[src/rtl/core/lase_pkg.sv]
// Shared types and constants for the local alignment score engine.
// No dependencies; lase_ctrl, lase_dp, the core and lase_checker import it.
`timescale 1ns / 1ps
package lase_pkg;
   localparam int QUERY_MAX  = 256;
   localparam int SCORE_BITS = 16;
   localparam int ROW_BITS   = $clog2(QUERY_MAX);
   localparam int LEN_BITS   = ROW_BITS + 1;
   localparam int CNT_BITS   = 16;
   localparam int SUM_BITS   = SCORE_BITS + 2;

   // item command codes
   localparam logic [1:0] CMD_CLEAR  = 2'd0;
   localparam logic [1:0] CMD_APPEND = 2'd1;
   localparam logic [1:0] CMD_SCORE  = 2'd2;
   localparam logic [1:0] CMD_NOP    = 2'd3;  // unused code, reports state only

   // csr register indexes
   localparam logic [1:0] CSR_MATCH    = 2'd0;
   localparam logic [1:0] CSR_MISMATCH = 2'd1;
   localparam logic [1:0] CSR_GAP      = 2'd2;

   typedef enum logic [1:0] {ST_IDLE, ST_SCAN, ST_DRAIN, ST_DONE} state_type;

   typedef struct packed {
      logic accept;
      logic clear;
      logic append;
      logic col_start;
      logic issue;
      logic finish;
   } lase_cmd_type;

   typedef struct packed {
      logic query_empty;
      logic last_row;
      logic pipe_busy;
   } lase_stat_type;
endpackage

[src/rtl/core/lase_ctrl.sv]
// Controller: item handshake, sequencing of a column scan, response valid.
// Depends on lase_pkg.
`timescale 1ns / 1ps
module lase_ctrl (
   input  logic                   clock,
   input  logic                   reset,
   input  logic                   req_valid,
   output logic                   req_ready,
   input  logic [1:0]             req_command,
   output logic                   rsp_valid,
   input  logic                   rsp_ready,
   output lase_pkg::lase_cmd_type cmd,
   input  lase_pkg::lase_stat_type stat
);
   import lase_pkg::*;

   state_type state_ff, state_in;
   logic      rsp_valid_ff, rsp_valid_in;
   logic      fire;
   logic      out_free;

   always_ff @(posedge clock) begin
      if (reset) begin
         state_ff     <= ST_IDLE;
         rsp_valid_ff <= 1'b0;
      end else begin
         state_ff     <= state_in;
         rsp_valid_ff <= rsp_valid_in;
      end
   end

   assign req_ready = (state_ff == ST_IDLE);
   assign rsp_valid = rsp_valid_ff;
   assign fire      = req_valid && req_ready;
   assign out_free  = !rsp_valid_ff || rsp_ready;

   // next state and commands
   always_comb begin
      state_in      = state_ff;
      cmd           = '0;
      cmd.accept    = fire;
      cmd.clear     = fire && (req_command == CMD_CLEAR);
      cmd.append    = fire && (req_command == CMD_APPEND);
      cmd.col_start = fire && (req_command == CMD_SCORE);
      case (state_ff)
         ST_IDLE: begin
            if (fire) begin
               if (req_command == CMD_SCORE && !stat.query_empty) state_in = ST_SCAN;
               else state_in = ST_DONE;
            end
         end
         ST_SCAN: begin
            cmd.issue = 1'b1;
            if (stat.last_row) state_in = ST_DRAIN;
         end
         ST_DRAIN: begin
            if (!stat.pipe_busy) state_in = ST_DONE;
         end
         ST_DONE: begin
            if (out_free) begin
               cmd.finish = 1'b1;
               state_in   = ST_IDLE;
            end
         end
         default: state_in = ST_IDLE;
      endcase
   end

   // response valid holds until taken
   always_comb begin
      rsp_valid_in = rsp_valid_ff;
      if (rsp_ready) rsp_valid_in = 1'b0;
      if (cmd.finish) rsp_valid_in = 1'b1;
   end
endmodule

[config.mk]
export PLATFORM = sky130hd
export DESIGN_NAME = lase_ctrl
export DESIGN_NICKNAME = d
export VERILOG_FILES = /design/src/rtl/core/lase_pkg.sv /design/src/rtl/core/lase_ctrl.sv
export SDC_FILE = /design/constraint.sdc
export NUM_CORES = 1
export LEC_CHECK = 0
export ABC_AREA = 1
export BUFFER_PORTS_ARGS = -buffer_cell sky130_fd_sc_hd__buf_2
export CAP_MARGIN = 10
export CORE_AREA = 2 2 39 41
export CTS_BUF_LIST = sky130_fd_sc_hd__clkbuf_2
export DETAILED_ROUTE_END_ITERATION = 7
export DIE_AREA = 0 0 41 43
export PLACE_DENSITY = 0.47
export REMOVE_ABC_BUFFERS = 1
export SKIP_LAST_GASP = 1
export SLEW_MARGIN = 10
export SYNTH_ARGS = -nofsm -noshare
export SYNTH_HDL_FRONTEND = slang
export SYNTH_SLANG_ARGS = --single-unit
[constraint.sdc]
create_clock -name clock -period 1.3 [get_ports clock]
set_clock_uncertainty 0.05 [all_clocks]
set_input_delay 0.065 -clock clock [delete_from_list [all_inputs] [get_ports clock]]
set_output_delay 0.065 -clock clock [all_outputs]
set_load 0.02 [all_outputs]
======== Word-level counts from Yosys, hierarchy flattened ========
Cells that the tools add are included.
word-level totals
  output and inout port bits .............. 8
  RAM bits ................................ 0
  memories kept ........................... 0
  bits in read-only memories .............. 0
  latch bits .............................. 0
  bits in registers ....................... 3
  logic and storage cells ................. 34
  input port bits ......................... 9
operators by class
  multiplexer cells ....................... 11
  order comparisons ....................... 0
  reductions and logical operators ........ 12
  eq/ne operators ......................... 9
  bitwise gates (word level) .............. 0
  div/mod/pow operators ................... 0
  multiply operators ...................... 0
  shift-type cells ........................ 0
  add/subtract/negate cells ............... 0
operators by type and width
  cell                  number
  $mux W2               5
  $pmux W2 S4           1
  $eq A2 B2 Y1 const B  3
  $ne A2 B2 Y1 const B  3
  $logic_and A1 B1 Y1   5
  $mux W1               5
  $eq A2 B1 Y1 const B  2
  $logic_not A2 Y1      2
  $reduce_and A4 Y1     1
  $logic_not A1 Y1      2
  $ne A2 B1 Y1 const B  1
  $reduce_bool A2 Y1    1
  $logic_or A1 B1 Y1    1

======== Logic depth before layout (Yosys ltp) ========
  depth in word-level cells ............... 5
  mapped depth ............................ 8
  mapped depth without buffers ............ 8

======== Worst setup path after synthesis ========
OpenSTA, ideal clock, no wires.
  path kind ............................... register to output
  start point ............................. register state_ff[0]
  end point ............................... output cmd[3] (netlist bit)
  data arrival time ....................... 1.313 ns
  slack ................................... -0.128 ns
  buffers on the path ..................... 0
  data required time ...................... 1.185 ns
  cell stages (with the launch flop) ...... 5
  cells stage by stage .................... dfxtp_1 inv_1 ha_1 nand2_1 nor3_1
RTL lines
  element                 RTL line         source
  start, declared         lase_ctrl.sv:17  state_type state_ff, state_in;
  start signal, assigned  lase_ctrl.sv:27  state_ff <= state_in;
  end, declared           lase_ctrl.sv:12  output lase_pkg::lase_cmd_type cmd,

======== Worst setup path after layout ========
  start point ............................. register state_ff[0]
  end point ............................... register state_ff[1]
between the ends
  word-level cells in the longest chain between the ends .. 4
  elaborated cells between the ends (all ways) .. 11
  those cells by class .................... 7 x eq/ne; 1 x mux; 3 x reduce/logical
ends and longest elaborated chain
  element                             RTL line                          source
  $logic_not A2 Y1                    lase_ctrl.sv:32, lase_ctrl.sv:45
  $logic_and A1 B1 Y1                 lase_ctrl.sv:34                   assign fire = req_valid && req_ready;
  $ne A2 B1 Y1 (no source line)       --
  $reduce_and A4 Y1 (no source line)  --
Several ways; a longest one is shown, not always the timed one.
A chain may end at the register's enable or synchronous reset.

==> metrics.txt <==
internal power 482 uW; initial antenna violation count 0; Slew headroom 89.9%; fin nets 82; fin area 495 um^2; CTS tree done; post-DP HPWL 481 um; die outline width 41 um; critical path endpoint category flip-flop; count of input and output buffers 16; ratio of cells with drive above 1 in the final layout 58.2%; Post-Synth Simple-Gate Area 32.6%; die area 1760 um^2; Synth Warn # 0; CTS buffer count 3; Skew-Pair Late Insertion Delay 0.19 ns; IO Count 17; Synth Area in Adders 21.2%; DRT antenna net count 0; Clk pwr share 13.5%; 1st-iter DRT viols 8; xor/xnor share of the synthesized area 0%; sequential power share 16.8%; Yosys reg bits 3; clk root buf clkbuf_2; Mapped Cells 46; Avg Cell Area, Syn 6.42 um^2; Synth Area in Compound Gates 8.05%; max-cap viol count 0; Max Buffers Root-to-Sink 2; die height 43 um; Seq/Total Area, Yosys 20.3%; most frequent cells after synthesis 11 x nand2_1, 9 x inv_1, 6 x nor2_1; initial core utilization 21.3%; Hold Path Class input port to flip-flop; clock-pin slew on the worst setup and hold paths 0.04 ns; Non-Filler Instances 83; Core Footprint 1380 um^2; Final Hold Fails 0; routed wire length 631 um; setup bufs post-CTS 0; vias in the first global route 303; top-count cell post-synth nand2_1; outcome complete, no violations; post-synth top area share 21.2%; total clock sinks 3; worst slew pin tran 0.151 ns; Pre-Repair DR Iteration Count 4; ys async rst share 0%; post-route clock period utilization 92.9%; Residual DRC 0; P_sw 436 uW; Cell Pwr Density 1850 nW/um^2; routability congestion estimate 0.617; RSZ-0062 raised after global routing true; Worst Setup Start Kind flip-flop; WL per Instance 7.60 um; GR Util All Layers 8.53%; Vias per Instance 3.93; Final Setup Violations 0; Peak Freq 828 MHz; CP arrival 1.24 ns; Antenna Cells 0; worst vdd ir 0.457 mV; total power 918 uW; Max FO, Critical Path 4; synthesis-to-finish area growth 67.8%; Main synth FF type dfxtp_1; first-pass GRT wire length 993 um; largest net degree at the start of global routing 5; Req. time, crit path 1.33 ns; top area cells in the synthesized netlist ha_1 21%, dfxtp_1 20%, nand2_1 14%, inv_1 11%, nor2_1 7.6%; final max-slew violation count 0; Placed Cells 78; number of synthesized flops with an enable pin 0; CTS H-tree lvls 1; Yosys cell types 14; setup TNS 0 ns; crit path kind flip-flop to flip-flop; via count 326; Tmin final 1.21 ns; Pleak 0.000273 uW; switching share of power 47.5%; GR Overflow Total 0; Row Count 14; area post-placement 395 um^2; largest family of logic cells by synthesized area simple AND/OR/NAND/NOR gates; Syn Std Cell Area 295 um^2; mux cell area share after synthesis 0%; Combinational Power Share 69.7%; cell taking the most area after synthesis ha_1
## path summary, 6_finish.rpt
path | slack (ns) | to | startpoint | cells after the start
max reg2reg | 0.09 | state_ff[1]$_SDFFE_PP0P_ | state_ff[0]$_SDFFE_PP0P_ | 8
max | 0.09 | state_ff[1]$_SDFFE_PP0P_ | state_ff[0]$_SDFFE_PP0P_ | 8
min reg2reg | 0.45 | rsp_valid$_SDFFE_PP0P_ | rsp_valid$_SDFFE_PP0P_ | 2
min | 0.09 | rsp_valid$_SDFFE_PP0P_ | rsp_ready | 4
## timing repair
item / in CTS / in global routing
hold buffers: 1 / 0
pin swaps: 1 / 3
resized for setup: 6 / 15
endpoints found under the setup margin: 3 / 6
endpoints found under the hold margin: 1 / 0
## layer usage
| layer | vias up | GRT usage [%] | routed length, um |
|---|---|---|---|
| met5 | - | 0 | 0 |
| met4 | 0 | 6.00 | 0 |
| met3 | 0 | 4.71 | 21 |
| met2 | 5 | 13.4 | 356 |
| met1 | 143 | 7.72 | 253 |
| li1 | 178 | - | - |
## layout make-up
cell class | instances | area, um^2
Clock buffer | 4 | 20.0
Fill cell | 159 | 888
Inverter | 10 | 37.5
Multi-Input combinational cell | 31 | 243
Sequential cell | 3 | 62.6
Tap cell | 16 | 20.0
Timing Repair Buffer | 19 | 113
## state kept, by name (all words and copies together) (netlist names)
signal and flops:
rsp_valid 1, state_ff 2
## logic make-up (layout without fill, tap and decap cells)
| family | Yosys count | in the layout |
|---|---|---|
| DFF | 3 | 3 |
| and+or+nand+nor | 22 | 22 |
| AOI/OAI and AO/OA | 4 | 4 |
| adders and majority gates | 5 | 5 |
| buffers and inverters | 12 | 33 |
## worst max-delay path, cell delays in order, from the launching register on
cell     delay [ns]
dfxtp_2        0.31
buf_4          0.14
ha_2           0.18
nand2_1        0.07
nand2_2        0.07
nor2_4         0.13
nand2_1        0.06
nand2_1        0.05
nor2_1         0.04
## power groups by stage
stage / logic (uW) / registers, uW / clock network (uW)
after global placement: 522 / 144 / 0
after floorplan: 348 / 162 / 0
final: 640 / 154 / 124
after detailed placement: 519 / 145 / 0
after global routing: 736 / 158 / 148
after CTS: 544 / 148 / 129
## metrics by stage
step                util [%]  hold slack, ns  worst slack, ns
floorplan                  -          0.0841           -0.128
finish                  35.8          0.0918           0.0927
CTS                     31.6          0.0806          0.00578
detailed placement      28.6           0.189          -0.0123
global placement        28.6           0.190          0.00512
global route            35.8          0.0665          -0.0131
## placed cells by master, fill, tap and decap left out, types with 2 or more instances in the layout
cell,n
ha_4,2
buf_2,13
inv_2,3
nor2_1,6
o21ai_2,2
inv_1,7
buf_4,5
dfxtp_2,2
nand2_1,9
clkbuf_2,4
ha_1,2
nor3_2,2
(Power assumes the default switching activity.)
